===== src/design/elim_pkg.sv =====
// types, character codes and helpers for the expression lexer
// no dependencies
package elim_pkg;

    localparam int POS_WIDTH = 16;

    typedef logic [POS_WIDTH-1:0] t_pos;
    localparam t_pos POS_MAX = '1;

    localparam logic [7:0] CH_NUL    = 8'h00;
    localparam logic [7:0] CH_SPACE  = 8'h20;
    localparam logic [7:0] CH_LPAREN = 8'h28;
    localparam logic [7:0] CH_RPAREN = 8'h29;
    localparam logic [7:0] CH_COMMA  = 8'h2C;
    localparam logic [7:0] CH_PLUS   = 8'h2B;
    localparam logic [7:0] CH_MINUS  = 8'h2D;
    localparam logic [7:0] CH_STAR   = 8'h2A;
    localparam logic [7:0] CH_SLASH  = 8'h2F;
    localparam logic [7:0] CH_CARET  = 8'h5E;
    localparam logic [7:0] CH_DOT    = 8'h2E;
    localparam logic [7:0] CH_ZERO   = 8'h30;
    localparam logic [7:0] CH_NINE   = 8'h39;

    typedef enum logic [1:0] {
        MODE_NONE = 2'd0,
        MODE_NUM  = 2'd1,
        MODE_NAME = 2'd2
    } t_mode;

    typedef enum logic [1:0] {
        KIND_TOKEN    = 2'd0,
        KIND_OP       = 2'd1,
        KIND_DECERR   = 2'd2,
        KIND_FINISHED = 2'd3
    } t_kind;

    typedef struct packed {
        t_mode mode;
        logic  seen_decimal;
        t_pos  position;
        t_pos  cur_start;
        t_pos  cur_length;
    } t_state;

    typedef struct packed {
        t_kind       kind;
        logic [15:0] token_start;
        logic [15:0] token_length;
        logic [7:0]  op_char;
        logic        last;
    } t_result;

    // results of one character, handed to the result buffer
    typedef struct packed {
        logic [1:0] cnt;
        t_result    res0;
        t_result    res1;
    } t_push;

    // position or length masked to the 16-bit output field
    function automatic logic [15:0] to16(t_pos p);
        logic [POS_WIDTH+15:0] ext;
        ext = {16'b0, p};
        return ext[15:0];
    endfunction

endpackage


===== src/design/expression_lexer_implicit_multiply.sv =====
// top level of the expression lexer with implicit multiply
// depends on elim_pkg, elim_step and elim_rbuf
//
//  channel | direction | tdata (low bit up)                 | tuser | tlast
//  --------+-----------+------------------------------------+-------+------------
//  s       | in        | ch[7:0]                            | -     | -
//  m       | out       | token_start, token_length, op_char | kind  | last result
//
// an accepted character waits in the input register until the result buffer
// has room for two results, then the step logic updates the lexer state and
// writes zero, one or two results into the result buffer, which drives the port
// one character per cycle is taken while results drain at one per cycle and no
// character gives two results; such a character uses the result port twice
// stalls on the result side back up through the buffer to o_s_tready
// synchronous active-low reset clears lexer state, buffer fill and input valid
module expression_lexer_implicit_multiply (
    input  logic        i_clk,
    input  logic        i_rst_n,
    input  logic        i_s_tvalid,
    output logic        o_s_tready,
    input  logic [7:0]  i_s_tdata,   // ch[7:0]
    output logic        o_m_tvalid,
    input  logic        i_m_tready,
    output logic [39:0] o_m_tdata,   // token_start[15:0], token_length[31:16], op_char[39:32]
    output logic [1:0]  o_m_tuser,   // kind[1:0]
    output logic        o_m_tlast
);

    // input register
    logic       r_in_valid;
    logic [7:0] r_in_ch;
    logic       in_fire;
    logic       proc;
    logic       room;

    // lexer state
    elim_pkg::t_state r_state;
    elim_pkg::t_state n_state;
    elim_pkg::t_push  push;
    elim_pkg::t_result head;

    // character is processed once the buffer can take two results
    assign proc       = r_in_valid && room;
    assign o_s_tready = !r_in_valid || proc;
    assign in_fire    = i_s_tvalid && o_s_tready;

    always_ff @(posedge i_clk) begin
        if (!i_rst_n) begin
            r_in_valid <= 1'b0;
        end else if (o_s_tready) begin
            r_in_valid <= i_s_tvalid;
        end
    end

    always_ff @(posedge i_clk) begin
        if (in_fire) begin
            r_in_ch <= i_s_tdata;
        end
    end

    elim_step u_step (
        .i_state (r_state),
        .i_ch    (r_in_ch),
        .o_state (n_state),
        .o_push  (push)
    );

    always_ff @(posedge i_clk) begin
        if (!i_rst_n) begin
            r_state.mode         <= elim_pkg::MODE_NONE;
            r_state.seen_decimal <= 1'b0;
            r_state.position     <= '0;
            r_state.cur_start    <= '0;
            r_state.cur_length   <= '0;
        end else if (proc) begin
            r_state <= n_state;
        end
    end

    elim_rbuf u_rbuf (
        .i_clk       (i_clk),
        .i_rst_n     (i_rst_n),
        .i_push_en   (proc),
        .i_push      (push),
        .i_pop_ready (i_m_tready),
        .o_room      (room),
        .o_valid     (o_m_tvalid),
        .o_head      (head)
    );

    // result fields onto the bus
    assign o_m_tdata = {head.op_char, head.token_length, head.token_start};
    assign o_m_tuser = head.kind;
    assign o_m_tlast = head.last;

endmodule


===== src/design/elim_step.sv =====
// next-state and result logic for one character of the lexer
// depends on elim_pkg
module elim_step (
    input  elim_pkg::t_state i_state,
    input  logic [7:0]       i_ch,
    output elim_pkg::t_state o_state,
    output elim_pkg::t_push  o_push
);

    logic             do_flush;
    logic             do_append;
    logic             tok_v;
    logic             extra_v;
    elim_pkg::t_kind  extra_kind;
    logic [7:0]       extra_op;
    elim_pkg::t_result tok_res;
    elim_pkg::t_result extra_res;
    elim_pkg::t_pos   base_start;
    elim_pkg::t_pos   base_len;
    elim_pkg::t_state nxt;
    logic             name_like;

    always_comb begin
        name_like = (i_state.mode != elim_pkg::MODE_NONE) &&
                    (i_state.mode != elim_pkg::MODE_NUM);
        nxt        = i_state;
        do_flush   = 1'b0;
        do_append  = 1'b0;
        extra_v    = 1'b0;
        extra_kind = elim_pkg::KIND_OP;
        extra_op   = 8'd0;

        case (i_ch) inside
            elim_pkg::CH_NUL: begin
                do_flush   = 1'b1;
                extra_v    = 1'b1;
                extra_kind = elim_pkg::KIND_FINISHED;
            end
            elim_pkg::CH_SPACE: begin
                do_flush = 1'b1;
                nxt.mode = elim_pkg::MODE_NONE;
            end
            elim_pkg::CH_LPAREN, elim_pkg::CH_RPAREN, elim_pkg::CH_COMMA,
            elim_pkg::CH_PLUS, elim_pkg::CH_MINUS, elim_pkg::CH_STAR,
            elim_pkg::CH_SLASH, elim_pkg::CH_CARET: begin
                do_flush = 1'b1;
                extra_v  = 1'b1;
                extra_op = i_ch;
                nxt.mode = elim_pkg::MODE_NONE;
            end
            [elim_pkg::CH_ZERO:elim_pkg::CH_NINE], elim_pkg::CH_DOT: begin
                do_append = 1'b1;
                if (name_like) begin
                    // digit or decimal point after a name: implicit multiply
                    do_flush         = 1'b1;
                    extra_v          = 1'b1;
                    extra_op         = elim_pkg::CH_STAR;
                    nxt.mode         = elim_pkg::MODE_NUM;
                    nxt.seen_decimal = (i_ch == elim_pkg::CH_DOT);
                end else begin
                    nxt.mode = elim_pkg::MODE_NUM;
                    if (i_state.mode == elim_pkg::MODE_NONE) begin
                        nxt.seen_decimal = 1'b0;
                    end
                    if (i_ch == elim_pkg::CH_DOT) begin
                        if ((i_state.mode == elim_pkg::MODE_NUM) && i_state.seen_decimal) begin
                            extra_v    = 1'b1;
                            extra_kind = elim_pkg::KIND_DECERR;
                        end
                        nxt.seen_decimal = 1'b1;
                    end
                end
            end
            default: begin
                do_append = 1'b1;
                if (i_state.mode == elim_pkg::MODE_NUM) begin
                    // any other character after a number: implicit multiply
                    do_flush = 1'b1;
                    extra_v  = 1'b1;
                    extra_op = elim_pkg::CH_STAR;
                end
                nxt.mode = elim_pkg::MODE_NAME;
            end
        endcase

        tok_v = do_flush && (i_state.cur_length != '0);

        base_start = do_flush ? '0 : i_state.cur_start;
        base_len   = do_flush ? '0 : i_state.cur_length;
        nxt.cur_start  = base_start;
        nxt.cur_length = base_len;
        if (do_append) begin
            if (base_len == '0) begin
                nxt.cur_start = i_state.position;
            end
            if (base_len != elim_pkg::POS_MAX) begin
                nxt.cur_length = base_len + 1'b1;
            end
        end

        if (i_state.position != elim_pkg::POS_MAX) begin
            nxt.position = i_state.position + 1'b1;
        end

        // end of text returns everything to reset values
        if (i_ch == elim_pkg::CH_NUL) begin
            nxt.mode         = elim_pkg::MODE_NONE;
            nxt.seen_decimal = 1'b0;
            nxt.position     = '0;
            nxt.cur_start    = '0;
            nxt.cur_length   = '0;
        end

        tok_res.kind         = elim_pkg::KIND_TOKEN;
        tok_res.token_start  = elim_pkg::to16(i_state.cur_start);
        tok_res.token_length = elim_pkg::to16(i_state.cur_length);
        tok_res.op_char      = 8'd0;
        tok_res.last         = !extra_v;

        extra_res.kind         = extra_kind;
        extra_res.token_start  = 16'd0;
        extra_res.token_length = 16'd0;
        extra_res.op_char      = (extra_kind == elim_pkg::KIND_OP) ? extra_op : 8'd0;
        extra_res.last         = 1'b1;

        o_push.cnt  = {1'b0, tok_v} + {1'b0, extra_v};
        o_push.res0 = tok_v ? tok_res : extra_res;
        o_push.res1 = extra_res;
        o_state     = nxt;
    end

endmodule


===== src/design/elim_rbuf.sv =====
// three-entry result buffer: takes up to two results, gives one per cycle while the reader is ready
// depends on elim_pkg
module elim_rbuf (
    input  logic              i_clk,
    input  logic              i_rst_n,
    input  logic              i_push_en,
    input  elim_pkg::t_push   i_push,
    input  logic              i_pop_ready,
    output logic              o_room,
    output logic              o_valid,
    output elim_pkg::t_result o_head
);

    elim_pkg::t_result r_ent [3];
    elim_pkg::t_result n_ent [3];
    logic [1:0] r_count;
    logic [1:0] n_count;
    logic       pop;
    logic [1:0] base;
    logic [1:0] push_cnt;

    always_comb begin
        pop      = (r_count != 2'd0) && i_pop_ready;
        base     = r_count - {1'b0, pop};
        o_room   = (base <= 2'd1);
        push_cnt = i_push_en ? i_push.cnt : 2'd0;
        n_ent[0] = pop ? r_ent[1] : r_ent[0];
        n_ent[1] = pop ? r_ent[2] : r_ent[1];
        n_ent[2] = r_ent[2];
        for (int i = 0; i < 3; i++) begin
            if ((push_cnt != 2'd0) && (base == 2'(i))) begin
                n_ent[i] = i_push.res0;
            end
            if ((push_cnt == 2'd2) && (base + 2'd1 == 2'(i))) begin
                n_ent[i] = i_push.res1;
            end
        end
        n_count = base + push_cnt;
    end

    always_ff @(posedge i_clk) begin
        if (!i_rst_n) begin
            r_count <= 2'd0;
        end else begin
            r_count <= n_count;
        end
    end

    always_ff @(posedge i_clk) begin
        r_ent <= n_ent;
    end

    assign o_valid = (r_count != 2'd0);
    assign o_head  = r_ent[0];

endmodule


===== config.mk =====
export PLATFORM = sky130hd
export DESIGN_NAME = expression_lexer_implicit_multiply
export DESIGN_NICKNAME = d
export VERILOG_FILES = /design/src/design/elim_pkg.sv /design/src/design/expression_lexer_implicit_multiply.sv /design/src/design/elim_step.sv /design/src/design/elim_rbuf.sv
export SDC_FILE = /design/constraint.sdc
export NUM_CORES = 1
export LEC_CHECK = 0
export BUFFER_PORTS_ARGS = -buffer_cell sky130_fd_sc_hd__buf_2
export CAP_MARGIN = 15
export CORE_MARGIN = 2
export CORE_UTILIZATION = 60
export CTS_CLUSTER_DIAMETER = 100
export DETAILED_ROUTE_END_ITERATION = 12
export GPL_ROUTABILITY_DRIVEN = 0
export PLACE_DENSITY_LB_ADDON = 0.1
export SYNTH_ARGS = -nofsm -noshare
export SYNTH_HDL_FRONTEND = slang
export SYNTH_SLANG_ARGS = --single-unit

===== constraint.sdc =====
create_clock -name i_clk -period 4.8 [get_ports i_clk]
set_input_delay 1.44 -clock i_clk [delete_from_list [all_inputs] [get_ports i_clk]]
set_output_delay 1.44 -clock i_clk [all_outputs]
set_load 0.02 [all_outputs]

==> results of run 1 <==
stage by stage:
stage / power, W / instance area [um2] / cells
global placement: 0.00267 / 8180 / 962
finish: 0.00405 / 8760 / 992
CTS: 0.00408 / 8760 / 992
floorplan: 0.00249 / 8080 / 801
global route: 0.00420 / 8760 / 992
detailed placement: 0.00269 / 8180 / 962
synthesized netlist by cell type (3+ instances only):
cell type and number:
a21boi_0 4, a21oi_1 22, a22o_1 21, a22oi_1 28, a31oi_1 8, and2_1 42
and3_1 16, and3b_1 3, and4_1 5, buf_2 8, buf_4 43, clkbuf_1 29
dfxtp_1 153, edfxtp_1 38, ha_1 5, inv_1 9, mux2i_1 37, nand2_1 106
nand2b_1 3, nand3_1 17, nand4_1 10, nor2_1 37, nor2b_1 9, nor3_1 10
nor3b_1 4, nor4_1 9, o211a_1 4, o21a_1 6, o21ai_0 15, o2bb2ai_1 32
o31ai_1 4, o41ai_1 3, or2_2 3, or3_1 6, xnor2_1 11, xor2_1 3
worst min-delay path by stage:
stage	end	slack, ps	cells past startpoint
floorplan	u_rbuf.r_ent[0]	410	1
global placement	u_rbuf.r_ent[0]	430	1
detailed placement	u_rbuf.r_ent[0]	440	1
CTS	u_rbuf.r_ent[0]	450	1
global route	u_rbuf.r_ent[0]	470	1
finish	u_rbuf.r_ent[0]	460	1
power by group:
part	internal, W	switching (W)	leakage, nW
Sequential	0.00176	0.0000609	1.57
Combinational	0.000266	0.000567	1.64
Clock	0.000809	0.000584	0.285
metal layers:
layer	up-vias	track usage [%]	routed length (um)
li1	2844	-	-
met2	174	41.2	8330
met3	25	4.99	807
met5	-	0	0
met4	0	9.63	257
met1	2862	34.1	8160
kinds of logic after synthesis:
group / count (synthesis)
multiplexers: 41
flip-flops: 191
buffers and inverters: 94
other: 1
adder cells (fa/ha/maj): 5
AO/OA/AOI/OAI: 166
AND/OR/NAND/NOR: 289
XOR/XNOR: 14
registers in the layout, indices dropped and copies added, names as in the netlist:
| name | flops |
|---|---|
| u_rbuf.o_head | 43 |
| r_in_ch | 8 |
| r_state | 51 |
| r_in_valid | 1 |
| u_rbuf.r_count | 2 |
| u_rbuf.r_ent | 86 |
worst max-delay path, stage by stage (launching register included):
cell	delay [ps]
edfxtp_1	500
or4_4	590
a2bb2oi_2	230
mux2i_4	320
nand2_1	320
o21a_1	280
ha_1	370
nor2_1	100
nor3_1	420
a31oi_1	280
or2_2	360
o21ai_0	180
final cells by class:
| type | count | share of cell area [%] |
|---|---|---|
| clock inverter | 7 | 1.16 |
| sequential | 191 | 48.0 |
| inverter | 11 | 0.471 |
| timing repair buffer | 68 | 4.23 |
| tap | 176 | 2.51 |
| clock buffer | 23 | 5.46 |
| multi-input combinational | 516 | 38.2 |
==> run summary, run 1 <==
Entering global routing, the biggest net connects 41 pins. In the layout the commonest cells are dfxtp_1, nand2_1, buf_2. For this configuration, the core starts out at a cell density of 61.3%. The number of global-route vias before repair came out at 5799. The start point of the worst min-delay path is u_rbuf.r_ent[0]. The area growth from synthesis to layout is 8.37%. The top-level I/O count is 57. The worst hold slack came out at 457 ps. At the pin with the least slew margin, the transition time is 1080 ps.

The share of async-settable or async-resettable flops after synthesis came out at 0%. TritonCTS built the clock tree. The fmax came out at 243 MHz.

The worst-case clock buffer depth came out at 2. STA puts the critical path data arrival time at 4380 ps. In this run, synthesis inferred 38 flip-flops with an integrated enable. In the routed design, unresolved DRC markers number 0. The total standard cell area after synthesis is 8080 um2. The setup slack at placement came out at 741 ps. The clock net in this run drives a total of 191 sinks.

The number of port buffers is 56. The area share of xor/xnor cells in the synthesized design came out at 1.52%. The leftover overflow at the end of global routing is 0.

The combinational family with the most area after synthesis is simple AND/OR/NAND/NOR gates. The register area share after synthesis came out at 52.0%. The leakage power of the design is 3.49 nW. The run finished with clean final reports.

Measured in cells, the most critical reg-to-reg path has a length of 11. The DRC marker count from the first detailed-route iteration is 398. The leading area contributor after synthesis is dfxtp_1. The share of synthesized area spent on multiplexers is 5.33%. The area share of fa/ha/maj cells after synthesis is 0.774%.

The most critical setup path has its startpoint at r_in_ch[6]. The register-to-register path setup slack came out at 680 ps. In this run the remaining antenna-violating nets after routing total 0.

The mean cell area of the mapped netlist came out at 10.1 um2. The number of filler instances in the final layout came out at 1078. The die extent in x is 120 um. The wire length after detailed routing came out at 17600 um. The endpoint of the worst-slack reg-to-reg timing path is u_rbuf.r_ent[45].

In the final layout, the share of cells above drive strength 1 is 14.1%. Setup slack on the critical path of the routed design comes to 685 ps. The clock-pin slew reported for the worst setup and hold paths after clock tree synthesis is 60 ps. IR analysis of the VDD net gives a maximum drop of 265 uV. The number of max-cap violations is 0.

The simple-gate area share of the yosys netlist is 18.1%. The number of gates resized after CTS was 0. The count of endpoints failing hold in the final timing report is 0. The number of warnings printed during yosys synthesis came out at 0. The cell count after synthesis came out at 801. The first-pass iteration count of the detailed router came out at 5.

In this run the biggest area consumer among cell types represents 37.9% of the synthesized area. Summed over all nets, the half-perimeter wirelength after detailed placement is 11400 um. The total area of multi-input combinational cells came out at 3340 um2. The clock tree synthesis step divided the H-tree into 4 levels. The main flop type after synthesis is dfxtp_1.

The peak fanout along the critical path came out at 11. The min-delay analysis places its worst path in the category flop to flop. The worst setup path is of the flop to flop kind. The total of endpoints with negative setup slack in the final report is 0. The die footprint came out at 14400 um2. After detailed routing, the average wire length per cell comes to 17.7 um. STA classifies the critical path startpoint as a flop. In this run the tightest slew margin relative to its limit is 27.3%. The cell at the root of the clock tree is clkbuf_16. The die is 120 um tall. The clock tree skew after final layout came out at 10.5 ps.

The global-route usage over all layers came out at 25.5%. Summing the areas of all compound-gate instances in the mapped netlist gives 15.5% of the synthesized area. The first global-routing pass estimated 28900 um of wire. The fraction of the core area covered by cells at the end of the flow is 66.4%. The total area inside the core boundary comes to 13200 um2. In this run the worst setup path terminates at u_rbuf.r_ent[45]. Setup repair after global routing left no endpoint under its margin.

The final-layout setup total negative slack came out at 0 ps. The number of nets in the layout is 822. The worst setup path is captured at a flop.

The total number of vias is 5905. The buffers inserted during post-CTS setup optimization is 0. The antenna diode count is 0.

The number of nets handed over by synthesis was 818. The power density normalized to cell area came out at 462 nW/um2. The number of antenna violations at the first check in global routing was 0. In the post-synthesis netlist, the biggest area contributors are dfxtp_1, edfxtp_1, nand2_1, mux2i_1, buf_4.

Leaving out fill and tap cells, the most frequent cell in the layout is dfxtp_1. The via-per-instance ratio came out at 5.95. The minimum clock period after layout came out at 4120 ps. The insertion delay of the later-clocked pin in the worst-skew pair is 440 ps. Dividing the final minimum period by the clock period gives 85.7%. In this run, synthesis produced a sequential element count of 191. In this run, CTS created clock tree buffers numbering 17. The worst flop-to-flop path startpoint is r_in_ch[6]. The required time at the worst-slack endpoint came out at 5070 ps. The count of different cell masters after synthesis came out at 65.

The number of placement rows is 42. The sequential cell area is 4200 um2. The total of hold buffers inserted after clock tree synthesis came out at 0. The final-report max-slew violation count is 0.
Note: power is estimated with default switching activity, not from simulation.
==> inputs of run 2 (changes only) <==
BUFFER_PORTS_ARGS = -buffer_cell sky130_fd_sc_hd__buf_4   (was -buffer_cell sky130_fd_sc_hd__buf_2)
SLEW_MARGIN = 20   (was unset)
==> run summary, run 2 (synthesis gave the netlist of run 1 again) <==
The global-route wire length before repair came out at 28500 um (-1.3%). The kind of cell with the highest combined delay along the critical path is simple AND/OR/NAND/NOR gates. The buffers inserted during post-CTS setup optimization is 0 (unchanged). The number of flip-flops under the largest register name is 86 (unchanged).

The number of filler instances in the final layout came out at 1009 (-6.4%). The largest register by flop count is u_rbuf.r_ent. The number of routed nets with antenna violations was 0 (unchanged).

Traced cell by cell, the critical path runs through or4_4, a2bb2oi_2, mux2i_4, nand2_1, o21a_1, ha_1, nor2_1, or3_1, nor2_4, o2bb2ai_1. The number of DRC violations after detailed routing came to 0 (unchanged). For this design, the slowest cell found on the critical path is nor2_4.

The final-layout setup total negative slack was 0 ps (unchanged). The number of nets in the layout came to 822 (unchanged). The number of port buffers is 56 (unchanged). The post-detailed-route wirelength per cell was 17.6 um (-0.61%). The global-route usage over all layers is 25.1% (-0.39 points). The final-report max-slew violation count was 0 (unchanged). The required time at the worst-slack endpoint came out at 5150 ps (+80 ps). The actual transition at the worst max-transition pin came out at 981 ps (-102 ps).

The number of buffers added by the clock tree synthesis step came to 17 (unchanged). The via-per-instance ratio is 6.01 (+0.93%). The wire length after detailed routing was 17500 um (-0.41%).

The clock sink count is 191 (unchanged). The top-level I/O count is 57 (unchanged). The DRC marker count from the first detailed-route iteration came out at 470 (+18%). The delay of the slowest critical-path stage is 720 ps (+130 ps).

The die height came out at 120 um (unchanged). The fmax is 234 MHz (-3.6%). The total buffers and inverters traversed by the critical path is 0 (unchanged).

The most frequent standard cell in the layout excluding fill and tap cells is dfxtp_1. The leftover overflow at the end of global routing was 0 (unchanged). The final instance area came to 9000 um2 (+2.7%). The power density normalized to cell area came out at 477 nW/um2 (+3.1%). The number of max-cap violations came out at 0 (unchanged). Setup repair after global routing left no endpoint under its margin. The first-pass iteration count of the detailed router is 7 (+2). The final cycle utilization of the critical path came to 88.9% (+3.2 points). The number of H-tree branching levels came out at 4 (unchanged). Leaving out fill and tap cells, the most frequent cells in the layout are dfxtp_1, nand2_1, buf_4. The cell at the root of the clock tree is clkbuf_16. The antenna diode count is 0 (unchanged). The proportion of layout cells with a drive suffix above 1 came out at 14.5% (+0.45 points). The total of hold buffers inserted after clock tree synthesis is 0 (unchanged). The total of endpoints with negative setup slack in the final report came out at 0 (unchanged). The clock-pin slew reported for the worst setup and hold paths after clock tree synthesis is 60 ps (about the same).

The minimum clock period after layout was 4270 ps (+153 ps). The worst max-slew margin expressed relative to the limit came out at 34.2% (+6.8 points). The total number of vias is 5972 (+1.1%). The core area is 13200 um2 (unchanged). The number of global-route vias before repair came out at 5711 (-1.5%).

The die extent in x is 120 um (unchanged). The count of endpoints failing hold in the final timing report is 0 (unchanged). The insertion delay of the later-clocked pin in the worst-skew pair is 430 ps (about the same).

The worst voltage drop across the vdd grid was 298 uV (+12%). The standard cell area after detailed placement is 8320 um2 (+1.7%). The worst setup path is of the flop to flop kind. TritonCTS built the clock tree. The area growth from synthesis to layout is 11.3%. The worst endpoint data arrival time was 4620 ps (+240 ps). The peak fanout along the critical path came out at 27 (+16). The run finished with clean final reports.

The worst-case clock buffer depth is 2 (unchanged). The leakage power of the design is 3.56 nW (+1.8%). The detailed-placement wirelength estimate is 11500 um (+1.2%). The number of placement rows was 42 (unchanged). The number of gates resized after CTS came out at 0 (unchanged).

The pin count of the biggest net entering global routing is 41 (unchanged). The number of antenna violations at the first check in global routing came out at 0 (unchanged). The worst setup path is captured at a flop. The initial core utilization is 61.3% (unchanged). The clock tree skew after final layout is 11.1 ps (+0.598 ps). The die footprint was 14400 um2 (unchanged). The worst setup path is launched from a flop. The path class of the tightest hold or removal check is flop to flop.
run 2: cell types whose count changed in the layout (fill, tap and decap cells not counted), moves of 2 or more:
cell       change
buf_2         -56
buf_4         +56
bufinv_16      +3
clkbuf_1       -2
inv_6          -2
run 2: per-layer routing:
layer | GRT usage [%] | wire length, um
met5 | 0 | 0
met4 | 9.71 | 308
met3 | 5.18 | 847
met2 | 40.2 | 8370
met1 | 33.6 | 7960
run 2: stage by stage:
| stage | instances | setup WS, ps | hold slack [ps] | utilization [%] | power [W] |
|---|---|---|---|---|---|
| global route | 994 | 316 | 473 | 68.2 | 0.00445 |
| CTS | 994 | 553 | 455 | 68.2 | 0.00431 |
| finish | 994 | 531 | 458 | 68.2 | 0.00429 |
| global placement | 962 | 770 | 426 | 63.1 | 0.00270 |
| floorplan | 801 | 576 | 411 | - | 0.00249 |
| detailed placement | 962 | 591 | 426 | 63.1 | 0.00273 |
run 2: layout make-up:
| class | count | area, um2 | share of cell area [%] |
|---|---|---|---|
| Timing Repair Buffer | 68 | 510 | 5.67 |
| Inverter | 11 | 41.3 | 0.459 |
| Sequential cell | 191 | 4200 | 46.7 |
| Tap cell | 176 | 220 | 2.45 |
| Clock buffer | 21 | 482 | 5.35 |
| Multi-Input combinational cell | 516 | 3340 | 37.2 |
| Clock inverter | 11 | 198 | 2.20 |
run 2: worst paths after layout:
| check | start | cells after the start | slack [ps] | to |
|---|---|---|---|---|
| worst max-delay path | r_in_ch[6] | 10 | 530 | u_rbuf.o_head[11] |
| worst min-delay path | u_rbuf.r_ent[0] | 1 | 460 | u_rbuf.r_ent[0] |
| worst max register to register | r_in_ch[6] | 10 | 530 | u_rbuf.o_head[11] |
| worst min register to register | u_rbuf.r_ent[0] | 1 | 460 | u_rbuf.r_ent[0] |
run 2: where the power goes:
part | leakage [nW] | switching [W] | internal (W)
Sequential | 1.57 | 0.0000651 | 0.00176
Combinational | 1.66 | 0.000571 | 0.000298
Clock | 0.331 | 0.000603 | 0.000990
==> inputs of run 3 (changes only) <==
GPL_TIMING_DRIVEN = 0   (was unset)
==> run summary, run 3 (synthesis gave the netlist of run 1 again) <==
The path class of the tightest hold or removal check is flop to flop. The via-per-instance ratio came out at 5.84 (-2.8%). The final instance area is 9340 um2 (+3.8%). Among the stages of the critical path, the cell type that occurs most often is buf_4. The global-route wire length before repair came out at 29400 um (+3.0%). The global-route usage over all layers came out at 25.8% (+0.66 points). The overall power is 0.00419 W (-2.3%).

The area growth from synthesis to layout is 15.6%. The clock-pin slew reported for the worst setup and hold paths after clock tree synthesis is 70 ps (about the same). The total number of vias is 6212 (+4.0%). The post-detailed-route wirelength per cell came to 17.0 um (-3.1%). The number of filler instances in the final layout is 1000 (-0.89%). The clock tree from TritonCTS is yes. The number of nets in the layout is 892 (+8.5%). STA classifies the critical path startpoint as a primary input.

The number of DRC violations after detailed routing is 0 (unchanged). The top-level I/O count was 57 (unchanged). The first-pass iteration count of the detailed router is 5 (-2). More flip-flops sit in one register than any other, and that register is u_rbuf.r_ent.

The number of routed nets with antenna violations is 0 (unchanged). The die extent in x is 120 um (unchanged). The power density normalized to cell area came out at 449 nW/um2 (-5.9%). The worst setup path is of the primary input to primary output kind. The total area of multi-input combinational cells is 3360 um2 (+0.52%).

The peak fanout along the critical path is 10 (-63%). The number of max-cap violations came out at 0 (unchanged). The initial core utilization came to 61.3% (unchanged). The number of standard cells in the layout, taps in and fillers out came out at 1064 (+7.0%). The worst voltage drop across the vdd grid was 268 uV (-10%). The wire length after detailed routing came out at 18100 um (+3.7%). The number of global-route vias before repair is 5888 (+3.1%). The die footprint is 14400 um2 (unchanged). The number of buffers added by the clock tree synthesis step is 17 (unchanged). The number of H-tree branching levels is 4 (unchanged). The buffers inserted during post-CTS setup optimization is 0 (unchanged). STA classifies the critical path endpoint as a primary output.

The wire length on met3 came out at 1040 um (+23%). The minimum clock period after layout came to 4660 ps (+388 ps). The clock tree skew after final layout was 5.83 ps (-5.26 ps).

The cell at the root of the clock tree is clkbuf_16. The worst endpoint data arrival time was 3220 ps (-1400 ps). The actual transition at the worst max-transition pin came out at 829 ps (-152 ps). The antenna diode count is 0 (unchanged).

The number of flip-flops under the largest register name came out at 86 (unchanged). The highest signal layer in the routed design is met4. The fmax came out at 215 MHz (-8.3%). The final-report max-slew violation count came out at 0 (unchanged).

The worst hold slack is 448 ps (-9.65 ps). The standard cell area after detailed placement was 8720 um2 (+4.8%). In the layout the commonest cells are dfxtp_1, nand2_1, buf_4.

The clock sink count was 191 (unchanged). The most frequent standard cell in the layout excluding fill and tap cells is dfxtp_1. The DRC marker count from the first detailed-route iteration was 614 (+31%).

The leakage power of the design is 3.79 nW (+6.6%). The pin count of the biggest net entering global routing is 17 (-59%). The cell count after placement is 1032 (+7.3%).

The detailed-placement wirelength estimate is 12600 um (+9.0%). The number of port buffers came out at 55 (-1.8%). The number of placement rows was 42 (unchanged). The count of endpoints failing hold in the final timing report was 0 (unchanged). The number of antenna violations at the first check in global routing came out at 0 (unchanged).

The delay of the slowest critical-path stage came out at 320 ps (-400 ps). The worst max-slew margin expressed relative to the limit is 44.7% (+11 points). The total of endpoints with negative setup slack in the final report is 0 (unchanged). Setup repair after global routing left no endpoint under its margin. The worst-case clock buffer depth came out at 2 (unchanged). The required time at the worst-slack endpoint came out at 3360 ps (-1790 ps). The sequential cell area came out at 4200 um2 (unchanged). The library cell contributing the largest single delay on the critical path is xnor2_2. The fraction of the core area covered by cells at the end of the flow came out at 70.8% (+2.6 points).

The proportion of layout cells with a drive suffix above 1 is 18.4% (+3.8 points). Traced cell by cell, the critical path runs through buf_4, nand2_1, inv_2, clkbuf_2, ha_1, xnor2_2, nand2b_1, buf_4. The length of routed met2 wiring is 8640 um (+3.3%). The core area is 13200 um2 (unchanged). The flow ran to the end, and the final reports show no timing, DRC or antenna violations. The final cycle utilization of the critical path is 97.0% (+8.1 points). The wire length the detailed router placed on met1 came out at 8160 um (+2.4%).

The die height came out at 120 um (unchanged). The leftover overflow at the end of global routing came to 0 (unchanged). The insertion delay of the later-clocked pin in the worst-skew pair came to 430 ps (about the same).
run 3: cell type report:
type	count	share of cell area [%]
inverters	11	0.442
multi-input cells	516	36.0
repair buffers	55	4.42
plain buffers	83	5.36
flip-flops and latches	191	45.0
well taps	176	2.36
clock inverters	9	1.10
clock buffers	23	5.34
run 3: final timing paths:
check | endpoint | slack (ps) | cells after the start | from
worst min register to register | u_rbuf.r_ent[0] | 450 | 1 | u_rbuf.r_ent[0]
worst max-delay path | o_s_tready | 140 | 8 | i_m_tready
worst max register to register | u_rbuf.r_ent[46] | 290 | 13 | r_in_ch[6]
worst min-delay path | u_rbuf.r_ent[0] | 450 | 1 | u_rbuf.r_ent[0]
run 3: metal layers:
layer | up-vias | track usage, %
li1 | 3003 | -
met1 | 2985 | 35.3
met2 | 199 | 41.1
met3 | 25 | 5.04
met4 | 0 | 8.68
met5 | - | 0
run 3: worst max-delay path, delay by kind of cell:
kind | cells | cell delay [ps]
buffers and inverters | 4 | 690
and+or+nand+nor | 2 | 480
xor gates and xnor gates | 1 | 320
adders and majority gates | 1 | 290
run 3: timing repair:
action | 4_1_cts | 5_1_grt
endpoints found under the hold margin | 0 | 0
hold buffers | 0 | 0
endpoints found under the setup margin | 21 | 39
gates resized for setup | 2 | 4
run 3: metrics by stage:
stage,setup TNS [ps],setup WS (ps)
finish,0,143
global route,0,34.8
CTS,0,26.5
detailed placement,-12670,-471
global placement,-18520,-461
floorplan,0,576
run 3: where the power goes:
group | switching [W] | internal [W]
Sequential | 0.0000579 | 0.00176
Combinational | 0.000596 | 0.000345
Clock | 0.000588 | 0.000839
